### config.mk
export PLATFORM = sky130hd
export DESIGN_NAME = sha256_stream_hasher_core
export DESIGN_NICKNAME = d
export VERILOG_FILES = /design/src/hdl/sha256_pkg.sv /design/src/hdl/sha256_ram.sv /design/src/hdl/sha256_datapath.sv /design/src/hdl/sha256_ctrl.sv /design/src/hdl/sha256_stream_hasher_core.sv
export SDC_FILE = /design/constraint.sdc
export NUM_CORES = 2
export LEC_CHECK = 0
export BUFFER_PORTS_ARGS = -buffer_cell sky130_fd_sc_hd__buf_2
export CORE_MARGIN = 5
export CORE_UTILIZATION = 33
export CTS_BUF_LIST = sky130_fd_sc_hd__clkbuf_2 sky130_fd_sc_hd__clkbuf_4 sky130_fd_sc_hd__clkbuf_8
export CTS_CLUSTER_DIAMETER = 100
export CTS_CLUSTER_SIZE = 28
export DETAILED_ROUTE_END_ITERATION = 8
export GPL_TIMING_DRIVEN = 1
export PLACE_DENSITY_LB_ADDON = 0.3
export REMOVE_ABC_BUFFERS = 1
export SLEW_MARGIN = 20
export SYNTH_ARGS = -nofsm -noshare
export SYNTH_HDL_FRONTEND = slang
export SYNTH_HIERARCHICAL = 1
export SYNTH_SLANG_ARGS = --single-unit
export TNS_END_PERCENT = 20
### constraint.sdc
create_clock -name clk -period 11.2 [get_ports clk]
set_input_delay 2.8 -clock clk [delete_from_list [all_inputs] [get_ports clk]]
set_output_delay 2.8 -clock clk [all_outputs]
set_load 0.01 [all_outputs]
### src/hdl/sha256_pkg.sv
// Package with SHA-256 types, constants and a rotate-right helper function.
`default_nettype none
package sha256_pkg;

    typedef struct packed {
        logic [7:0] data_byte;
        logic       byte_valid;
        logic       last_byte;
    } in_item_t;

    typedef struct packed {
        logic [31:0] digest_word;
        logic [2:0]  word_index;
        logic        last_word;
    } out_item_t;

    typedef enum logic [2:0] {
        ST_IDLE,
        ST_PAD,
        ST_LOAD,
        ST_START,
        ST_ROUND,
        ST_ADD,
        ST_EMIT
    } ctrl_state_t;

    // Commands from controller to datapath.
    typedef struct packed {
        logic       wr_byte;
        logic [5:0] wr_addr;
        logic [7:0] wr_data;
        logic       count_byte;
        logic       load_word;
        logic [3:0] load_idx;
        logic       start_rounds;
        logic       round_step;
        logic [5:0] round_idx;
        logic       add_chain;
        logic       reset_chain;
        logic       shift_out;
    } dp_cmd_t;

    localparam logic [7:0] PAD_MARK   = 8'h80;
    localparam int         LEN_OFFSET = 56;

    localparam logic [31:0] ROUND_K [64] = '{
        32'h428A2F98, 32'h71374491, 32'hB5C0FBCF, 32'hE9B5DBA5,
        32'h3956C25B, 32'h59F111F1, 32'h923F82A4, 32'hAB1C5ED5,
        32'hD807AA98, 32'h12835B01, 32'h243185BE, 32'h550C7DC3,
        32'h72BE5D74, 32'h80DEB1FE, 32'h9BDC06A7, 32'hC19BF174,
        32'hE49B69C1, 32'hEFBE4786, 32'h0FC19DC6, 32'h240CA1CC,
        32'h2DE92C6F, 32'h4A7484AA, 32'h5CB0A9DC, 32'h76F988DA,
        32'h983E5152, 32'hA831C66D, 32'hB00327C8, 32'hBF597FC7,
        32'hC6E00BF3, 32'hD5A79147, 32'h06CA6351, 32'h14292967,
        32'h27B70A85, 32'h2E1B2138, 32'h4D2C6DFC, 32'h53380D13,
        32'h650A7354, 32'h766A0ABB, 32'h81C2C92E, 32'h92722C85,
        32'hA2BFE8A1, 32'hA81A664B, 32'hC24B8B70, 32'hC76C51A3,
        32'hD192E819, 32'hD6990624, 32'hF40E3585, 32'h106AA070,
        32'h19A4C116, 32'h1E376C08, 32'h2748774C, 32'h34B0BCB5,
        32'h391C0CB3, 32'h4ED8AA4A, 32'h5B9CCA4F, 32'h682E6FF3,
        32'h748F82EE, 32'h78A5636F, 32'h84C87814, 32'h8CC70208,
        32'h90BEFFFA, 32'hA4506CEB, 32'hBEF9A3F7, 32'hC67178F2
    };

    localparam logic [31:0] INIT_HASH [8] = '{
        32'h6A09E667, 32'hBB67AE85, 32'h3C6EF372, 32'hA54FF53A,
        32'h510E527F, 32'h9B05688C, 32'h1F83D9AB, 32'h5BE0CD19
    };

    function automatic logic [31:0] rotr(input logic [31:0] v, input int n);
        rotr = (v >> n) | (v << (32 - n));
    endfunction

endpackage
`default_nettype wire

### src/hdl/sha256_ram.sv
// Generic single-port-write RAM with registered read.
`default_nettype none
module sha256_ram #(
    parameter int WIDTH = 8,
    parameter int DEPTH = 64
) (
    input  wire logic                     clk,
    input  wire logic                     we,
    input  wire logic [$clog2(DEPTH)-1:0] waddr,
    input  wire logic [WIDTH-1:0]         wdata,
    input  wire logic [$clog2(DEPTH)-1:0] raddr,
    output logic      [WIDTH-1:0]         rdata
);
    logic [WIDTH-1:0] mem [DEPTH];

    always_ff @(posedge clk)
    begin
        if (we)
        begin
            mem[waddr] <= wdata;
        end
        rdata <= mem[raddr];
    end
endmodule
`default_nettype wire

### src/hdl/sha256_datapath.sv
// SHA-256 datapath: block buffer, schedule window, round unit, chain words, length.
`default_nettype none
module sha256_datapath
    import sha256_pkg::*;
(
    input  wire logic    clk,
    input  wire logic    rst_n,
    input  wire dp_cmd_t cmd,
    output logic [63:0]  message_bits,
    output logic [31:0]  out_word
);
    logic [63:0] bits_reg;
    logic [31:0] chain_reg [8];
    logic [31:0] work_reg [8];
    logic [31:0] w_reg [16];
    logic [31:0] word_reg;
    logic [5:0]  raddr;
    logic [7:0]  rdata;

    // Byte reads: four bytes per schedule word, two address bits from a counter.
    logic [1:0]  byte_cnt_reg;
    logic        rd_pend_reg;
    logic        rd_last_reg;   // byte now on rdata completes a word

    assign raddr = {cmd.load_idx, byte_cnt_reg};

    sha256_ram #(.WIDTH(8), .DEPTH(64)) u_buf (
        .clk  (clk),
        .we   (cmd.wr_byte),
        .waddr(cmd.wr_addr),
        .wdata(cmd.wr_data),
        .raddr(raddr),
        .rdata(rdata)
    );

    // Message word for this round and new schedule word.
    logic [31:0] wt, s0, s1, w_new;
    logic [31:0] t1, t2, big0, big1, ch, maj;

    always_comb
    begin
        s0 = rotr(w_reg[1], 7) ^ rotr(w_reg[1], 18) ^ (w_reg[1] >> 3);
        s1 = rotr(w_reg[14], 17) ^ rotr(w_reg[14], 19) ^ (w_reg[14] >> 10);
        w_new = w_reg[0] + s0 + w_reg[9] + s1;
        wt = w_reg[0];
        big1 = rotr(work_reg[4], 6) ^ rotr(work_reg[4], 11) ^ rotr(work_reg[4], 25);
        ch = (work_reg[4] & work_reg[5]) ^ (~work_reg[4] & work_reg[6]);
        t1 = work_reg[7] + big1 + ch + ROUND_K[cmd.round_idx] + wt;
        big0 = rotr(work_reg[0], 2) ^ rotr(work_reg[0], 13) ^ rotr(work_reg[0], 22);
        maj = (work_reg[0] & work_reg[1]) ^ (work_reg[0] & work_reg[2])
            ^ (work_reg[1] & work_reg[2]);
        t2 = big0 + maj;
    end

    always_ff @(posedge clk or negedge rst_n)
    begin
        if (!rst_n)
        begin
            bits_reg <= '0;
            for (int i = 0; i < 8; i++)
            begin
                chain_reg[i] <= INIT_HASH[i];
            end
            byte_cnt_reg <= '0;
            rd_pend_reg  <= 1'b0;
            rd_last_reg  <= 1'b0;
        end
        else
        begin
            if (cmd.reset_chain)
            begin
                bits_reg <= '0;
                for (int i = 0; i < 8; i++)
                begin
                    chain_reg[i] <= INIT_HASH[i];
                end
            end
            else
            begin
                if (cmd.count_byte)
                begin
                    bits_reg <= bits_reg + 64'd8;
                end
                if (cmd.add_chain)
                begin
                    for (int i = 0; i < 8; i++)
                    begin
                        chain_reg[i] <= chain_reg[i] + work_reg[i];
                    end
                end
                if (cmd.shift_out)
                begin
                    for (int i = 0; i < 7; i++)
                    begin
                        chain_reg[i] <= chain_reg[i + 1];
                    end
                    chain_reg[7] <= chain_reg[0];
                end
            end
            if (cmd.load_word)
            begin
                byte_cnt_reg <= byte_cnt_reg + 2'd1;
                rd_pend_reg  <= 1'b1;
                rd_last_reg  <= (byte_cnt_reg == 2'd3);
            end
            else
            begin
                byte_cnt_reg <= '0;
                rd_pend_reg  <= 1'b0;
                rd_last_reg  <= 1'b0;
            end
        end
    end

    always_ff @(posedge clk)
    begin
        if (rd_pend_reg)
        begin
            word_reg <= {word_reg[23:0], rdata};
        end
        // A completed word shifts into the top of the window.
        if (rd_last_reg)
        begin
            for (int i = 0; i < 15; i++)
            begin
                w_reg[i] <= w_reg[i + 1];
            end
            w_reg[15] <= {word_reg[23:0], rdata};
        end
        else if (cmd.round_step)
        begin
            for (int i = 0; i < 15; i++)
            begin
                w_reg[i] <= w_reg[i + 1];
            end
            w_reg[15] <= w_new;
        end
        if (cmd.start_rounds)
        begin
            for (int i = 0; i < 8; i++)
            begin
                work_reg[i] <= chain_reg[i];
            end
        end
        else if (cmd.round_step)
        begin
            work_reg[7] <= work_reg[6];
            work_reg[6] <= work_reg[5];
            work_reg[5] <= work_reg[4];
            work_reg[4] <= work_reg[3] + t1;
            work_reg[3] <= work_reg[2];
            work_reg[2] <= work_reg[1];
            work_reg[1] <= work_reg[0];
            work_reg[0] <= t1 + t2;
        end
    end

    assign message_bits = bits_reg;
    assign out_word     = chain_reg[0];
endmodule
`default_nettype wire

### src/hdl/sha256_ctrl.sv
// SHA-256 controller: byte intake, padding, block sequencing and digest output.
`default_nettype none
module sha256_ctrl
    import sha256_pkg::*;
(
    input  wire logic      clk,
    input  wire logic      rst_n,
    input  wire in_item_t  in_data,
    input  wire logic      in_valid,
    output logic           in_ready,
    output logic           out_valid,
    input  wire logic      out_ready,
    output logic [2:0]     out_index,
    input  wire logic [63:0] message_bits,
    output dp_cmd_t        cmd
);
    ctrl_state_t state_reg, state_next;
    logic [5:0] fill_reg, fill_next;
    logic [5:0] cnt_reg, cnt_next;       // pad address, load address or round
    logic [5:0] mark_reg, mark_next;     // where the pad mark goes
    logic       second_reg, second_next; // pad pass of a block that holds only the length
    logic       final_reg, final_next;   // block being hashed is the length block
    logic       last_reg, last_next;     // a pad pass follows this block
    logic [2:0] idx_reg, idx_next;
    logic       in_fire;
    logic       len_block;
    logic [2:0] len_byte;

    assign in_fire   = in_valid && in_ready;
    assign len_block = second_reg || (mark_reg < 6'(LEN_OFFSET));
    assign len_byte  = cnt_reg[2:0];

    always_comb
    begin
        state_next  = state_reg;
        fill_next   = fill_reg;
        cnt_next    = cnt_reg;
        mark_next   = mark_reg;
        second_next = second_reg;
        final_next  = final_reg;
        last_next   = last_reg;
        idx_next    = idx_reg;
        case (state_reg)
            ST_IDLE:
            begin
                if (in_fire)
                begin
                    if (in_data.byte_valid)
                    begin
                        fill_next = fill_reg + 6'd1;
                    end
                    if (in_data.byte_valid && fill_reg == 6'd63)
                    begin
                        // A full block is hashed first; padding follows if the message ended.
                        last_next   = in_data.last_byte;
                        final_next  = 1'b0;
                        mark_next   = '0;
                        second_next = 1'b0;
                        cnt_next    = '0;
                        state_next  = ST_LOAD;
                    end
                    else if (in_data.last_byte)
                    begin
                        mark_next   = fill_reg + {5'd0, in_data.byte_valid};
                        second_next = 1'b0;
                        fill_next   = '0;
                        cnt_next    = '0;
                        state_next  = ST_PAD;
                    end
                end
            end
            ST_PAD:
            begin
                cnt_next = cnt_reg + 6'd1;
                if (cnt_reg == 6'd63)
                begin
                    final_next  = len_block;
                    last_next   = !len_block;
                    second_next = !len_block;
                    cnt_next    = '0;
                    state_next  = ST_LOAD;
                end
            end
            ST_LOAD:
            begin
                cnt_next = cnt_reg + 6'd1;
                if (cnt_reg == 6'd63)
                begin
                    cnt_next   = '0;
                    state_next = ST_START;
                end
            end
            ST_START:
            begin
                cnt_next   = '0;
                state_next = ST_ROUND;
            end
            ST_ROUND:
            begin
                cnt_next = cnt_reg + 6'd1;
                if (cnt_reg == 6'd63)
                begin
                    cnt_next   = '0;
                    state_next = ST_ADD;
                end
            end
            ST_ADD:
            begin
                if (final_reg)
                begin
                    idx_next   = '0;
                    state_next = ST_EMIT;
                end
                else if (last_reg)
                begin
                    cnt_next   = '0;
                    state_next = ST_PAD;
                end
                else
                begin
                    state_next = ST_IDLE;
                end
                final_next = 1'b0;
                last_next  = 1'b0;
            end
            ST_EMIT:
            begin
                if (out_ready)
                begin
                    idx_next = idx_reg + 3'd1;
                    if (idx_reg == 3'd7)
                    begin
                        state_next = ST_IDLE;
                    end
                end
            end
            default:
            begin
                state_next = ST_IDLE;
            end
        endcase
    end

    always_ff @(posedge clk or negedge rst_n)
    begin
        if (!rst_n)
        begin
            state_reg  <= ST_IDLE;
            fill_reg   <= '0;
            cnt_reg    <= '0;
            mark_reg   <= '0;
            second_reg <= 1'b0;
            final_reg  <= 1'b0;
            last_reg   <= 1'b0;
            idx_reg    <= '0;
        end
        else
        begin
            state_reg  <= state_next;
            fill_reg   <= fill_next;
            cnt_reg    <= cnt_next;
            mark_reg   <= mark_next;
            second_reg <= second_next;
            final_reg  <= final_next;
            last_reg   <= last_next;
            idx_reg    <= idx_next;
        end
    end

    // Outputs.
    always_comb
    begin
        cmd = '0;
        in_ready  = (state_reg == ST_IDLE);
        out_valid = (state_reg == ST_EMIT);
        out_index = idx_reg;
        case (state_reg)
            ST_IDLE:
            begin
                cmd.wr_byte    = in_fire && in_data.byte_valid;
                cmd.wr_addr    = fill_reg;
                cmd.wr_data    = in_data.data_byte;
                cmd.count_byte = in_fire && in_data.byte_valid;
            end
            ST_PAD:
            begin
                // Message bytes below the mark stay; the length block gets the count last.
                cmd.wr_addr = cnt_reg;
                cmd.wr_byte = second_reg || (cnt_reg >= mark_reg);
                if (!second_reg && cnt_reg == mark_reg)
                begin
                    cmd.wr_data = PAD_MARK;
                end
                else if (len_block && cnt_reg >= 6'(LEN_OFFSET))
                begin
                    cmd.wr_data = message_bits[{3'd7 - len_byte, 3'b000} +: 8];
                end
                else
                begin
                    cmd.wr_data = 8'h00;
                end
            end
            ST_LOAD:
            begin
                cmd.load_word = 1'b1;
                cmd.load_idx  = cnt_reg[5:2];
            end
            ST_START:
            begin
                cmd.start_rounds = 1'b1;
            end
            ST_ROUND:
            begin
                cmd.round_step = 1'b1;
                cmd.round_idx  = cnt_reg;
            end
            ST_ADD:
            begin
                cmd.add_chain = 1'b1;
            end
            ST_EMIT:
            begin
                cmd.shift_out   = out_ready;
                cmd.reset_chain = out_ready && (idx_reg == 3'd7);
            end
            default:
            begin
                cmd = '0;
            end
        endcase
    end
endmodule
`default_nettype wire

### src/hdl/sha256_stream_hasher_core.sv
// Top level of the SHA-256 streaming hasher.
// Usage:
//   Input channel in_valid/in_ready carries one byte per transfer with flags
//   byte_valid and last_byte. Bytes fill a 64-byte buffer; each full block is
//   hashed while in_ready is low.
//   A full block holds in_ready low while the block runs buffer reads, a
//   setup step, the rounds and a final add, in turn through the single round
//   unit and the byte-wide buffer read port.
//   On last_byte the block pads (one or two padded blocks), compresses, then
//   offers eight digest words on out_valid/out_ready, word_index 0 first,
//   last_word on the eighth; words go out one per cycle while out_ready is high.
//   While the receiver stalls, the current word holds and no input is taken.
//   After the eighth word transfers, the chaining words and length counter
//   return to their initial values and input resumes on the next cycle.
//   Reset (rst_n low) returns the block to idle with the initial hash values.
`default_nettype none
module sha256_stream_hasher_core
    import sha256_pkg::*;
(
    input  wire logic      clk,
    input  wire logic      rst_n,
    input  wire in_item_t  in_data,
    input  wire logic      in_valid,
    output logic           in_ready,
    output out_item_t      out_data,
    output logic           out_valid,
    input  wire logic      out_ready
);
    dp_cmd_t     cmd;
    logic [63:0] message_bits;
    logic [31:0] out_word;
    logic [2:0]  out_index;

    sha256_ctrl u_ctrl (
        .clk         (clk),
        .rst_n       (rst_n),
        .in_data     (in_data),
        .in_valid    (in_valid),
        .in_ready    (in_ready),
        .out_valid   (out_valid),
        .out_ready   (out_ready),
        .out_index   (out_index),
        .message_bits(message_bits),
        .cmd         (cmd)
    );

    sha256_datapath u_dp (
        .clk         (clk),
        .rst_n       (rst_n),
        .cmd         (cmd),
        .message_bits(message_bits),
        .out_word    (out_word)
    );

    assign out_data.digest_word = out_word;
    assign out_data.word_index  = out_index;
    assign out_data.last_word   = (out_index == 3'd7);
endmodule
`default_nettype wire
==> results.py <==
metrics = {
    "run_status": {
        "outcome": "finished, final reports clean",
    },
    "yosys": {
        "synthTopCellsByArea": "edfxtp_1 (42%), dfrtp_1 (5.7%), ha_1 (5.4%), nand2_1 (4.3%), fa_1 (4.2%)",
        "synth-edff-count": 1304,
        "ys_ff_latch": 1660,
        "synthArstFlopShare_pct": 20.96,
        "seq_area_frac_synth_pct": 51.67,
        "synth.top_cell.area_share_pct": 41.98,
        "syn_inst": 8255,
        "yosysTopAreaCell": "edfxtp_1",
        "synth_area_um2": 93270,
        "synth-main-ff-cell": "edfxtp_1",
        "avgSynthCellArea_um2": 11.30,
        "yosysWarnings": 6,
        "ys_types": 105,
    },
    "global_route": {
        "first_global_vias": 62308,
        "antenna_found_initial": 10,
        "grt_max_degree": 218,
        "grt-ovfl-total": 0,
        "grt_pass1_wl_um": 419300,
        "grt_usage_pct": 18.82,
    },
    "sta": {
        "finalClockSkew_ps": 109.1,
        "clock.fmax_mhz": 97.08,
        "period_minus_slack_ps": 10300,
        "finalCritPeriodShare_pct": 91.97,
        "hold_violations": 0,
        "finalSetupViolations": 0,
        "maxSlewHeadroom_pct": 22.28,
        "fin_ws_ps": 899.1,
        "rsz0062_at_grt": "false",
        "slew_violations": 0,
        "tightestPinTransition_ps": 1161,
        "setup_tns_ps": 0,
    },
    "route": {
        "drt-total-wl_um": 284100,
        "drc": 0,
        "vias": 64265,
        "wl_per_cell_um": 23.82,
        "drt_iter0_markers": 6150,
        "routed_via_density": 5.388,
        "detail-route-antenna-nets": 0,
        "first_pass_iters": 6,
    },
    "final_layout": {
        "fillers": 27822,
        "final_util_pct": 35.47,
        "area_growth_pct": 7.173,
        "nets": 8719,
        "final_common_cell": "edfxtp_1",
        "mostFrequentLayoutCells": "edfxtp_1 (1,304), nand2_1 (1,075), a21oi_1 (530), nor2_1 (518), inv_1 (474)",
        "final_cells": 11927,
        "drive_gt1_share_pct": 9.586,
    },
    "die": {
        "row_count": 195,
        "fp.dieW_um": 541.7,
        "die-height_um": 541.7,
        "core_um2": 281800,
        "dieArea_um2": 293400,
        "ios": 52,
        "initial_core_util_pct": 33.10,
    },
    "cts": {
        "clock_latency_ps": 1030,
        "cts_tree": "yes",
        "cts.repair.resized": 0,
        "holdBufCountCts": 0,
        "cts_made_buffers": 92,
        "clock_tree.buffer_depth": 3,
        "htree_levels": 3,
        "cts_root_buf": "clkbuf_8",
        "cts.reportedPaths.clkPinSlew_ps": 140,
        "cts_setup_buffers": 0,
        "cts.sinks": 1660,
    },
    "placed_design": {
        "hpwl_um": 203500,
        "dp_cells": 11755,
        "dpl_worst_slack_ps": 1117,
        "gp_congestion": 0.9413,
        "io_buffers": 51,
    },
    "worst_setup_path": {
        "required_ps": 12030,
        "arrival_ps": 11130,
        "crit_slowest_cell": "ha_1",
        "worstSetupPathType": "reg -> reg",
        "cpMostUsedCell": "inv_1",
        "startpoint_type": "register",
        "cp-end-kind": "register",
        "worst-path-max-fanout": 14,
        "cpPeakStageDelay_ps": 650,
    },
    "hold_path": {
        "hold_path.class": "reg -> reg",
    },
    "run": {
        "maxCapViolCount": 0,
    },
}
## layout make-up
type	instances	area, µm²	share of cell area [%]
Tap cell	3743	4683	4.685
Antenna cell	5	12.51	0.01252
Multi-Input combinational cell	5677	41510	41.52
Inverter	482	1817	1.817
Clock inverter	54	889.6	0.8899
Sequential cell	1660	48210	48.22
Clock buffer	112	1429	1.429
Timing Repair Buffer	194	1421	1.422
## worst max-delay path: cells and delay by family, from the launching register on
kind,cells,cell delay (ps)
AND/OR/NAND/NOR,6,1710
adder cells (fa/ha/maj),7,3270
buffers and inverters,10,1190
AO/OA/AOI/OAI,18,3340
XOR/XNOR,1,260
flip-flops,1,360
## routing by layer
layer,routed length (µm),share of wire [%],track usage (%),vias up
met5,14,0.0049,0,-
met1,127700,45,26.81,32504
li1,-,-,-,29346
met4,9106,3.2,5.421,2
met3,16350,5.8,2.237,344
met2,131000,46,30.26,2069
## cells by family (layout without fill, tap and decap cells)
logic type                 after synthesis  in the layout  synth area share (%)
and+or+nand+nor                       2236           2236                 10.57
DFF                                   1660           1660                 51.67
AOI/OAI and AO/OA                     1903           1903                 12.91
adders and majority gates              604            604                 9.656
muxes                                  323            323                 5.431
xor gates and xnor gates               608            608                 5.709
buffers and inverters                  920            842                 4.051
other                                    1              8              0.004020
## synthesized netlist by cell type (36+ instances only)
library cell,n
edfxtp_1,1304
a21o_1,193
inv_1,475
o21ai_0,472
o21a_1,57
a22oi_1,39
a21oi_1,530
nand3_1,125
a31oi_1,64
o22ai_1,39
mux2i_1,136
fa_1,195
mux4_2,142
buf_4,41
o31ai_1,36
xnor2_1,367
nor2b_1,71
o211ai_1,79
clkbuf_1,316
a211oi_1,80
xor2_1,241
nor3_1,111
dfrtp_1,212
nand4_1,38
and2_1,36
buf_1,46
nand2b_1,71
or3_1,42
a221oi_1,41
nand2_1,1077
ha_1,403
nor2_1,522
mux2_2,45
dfstp_2,136
o21bai_1,40
and3_1,40
## final timing paths
path / slack, ps / from / endpoint / depth (start not counted)
worst min-delay path: 400 / u_dp/w_reg[0][262] / u_dp/w_reg[0][230] / 0
max in group asynchronous: 7880 / rst_n / u_dp/rd_pend_reg / 2
worst max-delay path: 900 / u_ctrl/cnt_reg[0] / u_dp/work_reg[0][31] / 42
worst min register to register: 400 / u_dp/w_reg[0][262] / u_dp/w_reg[0][230] / 0
min in group asynchronous: 1810 / rst_n / u_dp/out_word[4] / 1
worst max register to register: 900 / u_ctrl/cnt_reg[0] / u_dp/work_reg[0][31] / 42
## stage by stage
step	hold slack, ps	cell area, µm²
CTS	395.8	99920
floorplan	400.3	91310
detailed placement	404.5	97600
finish	402.4	99960
global route	391.1	99960
global placement	400.4	97600
Power is not shown: default switching activity piles up to over one toggle a cycle in this logic, so the estimate is an artifact.
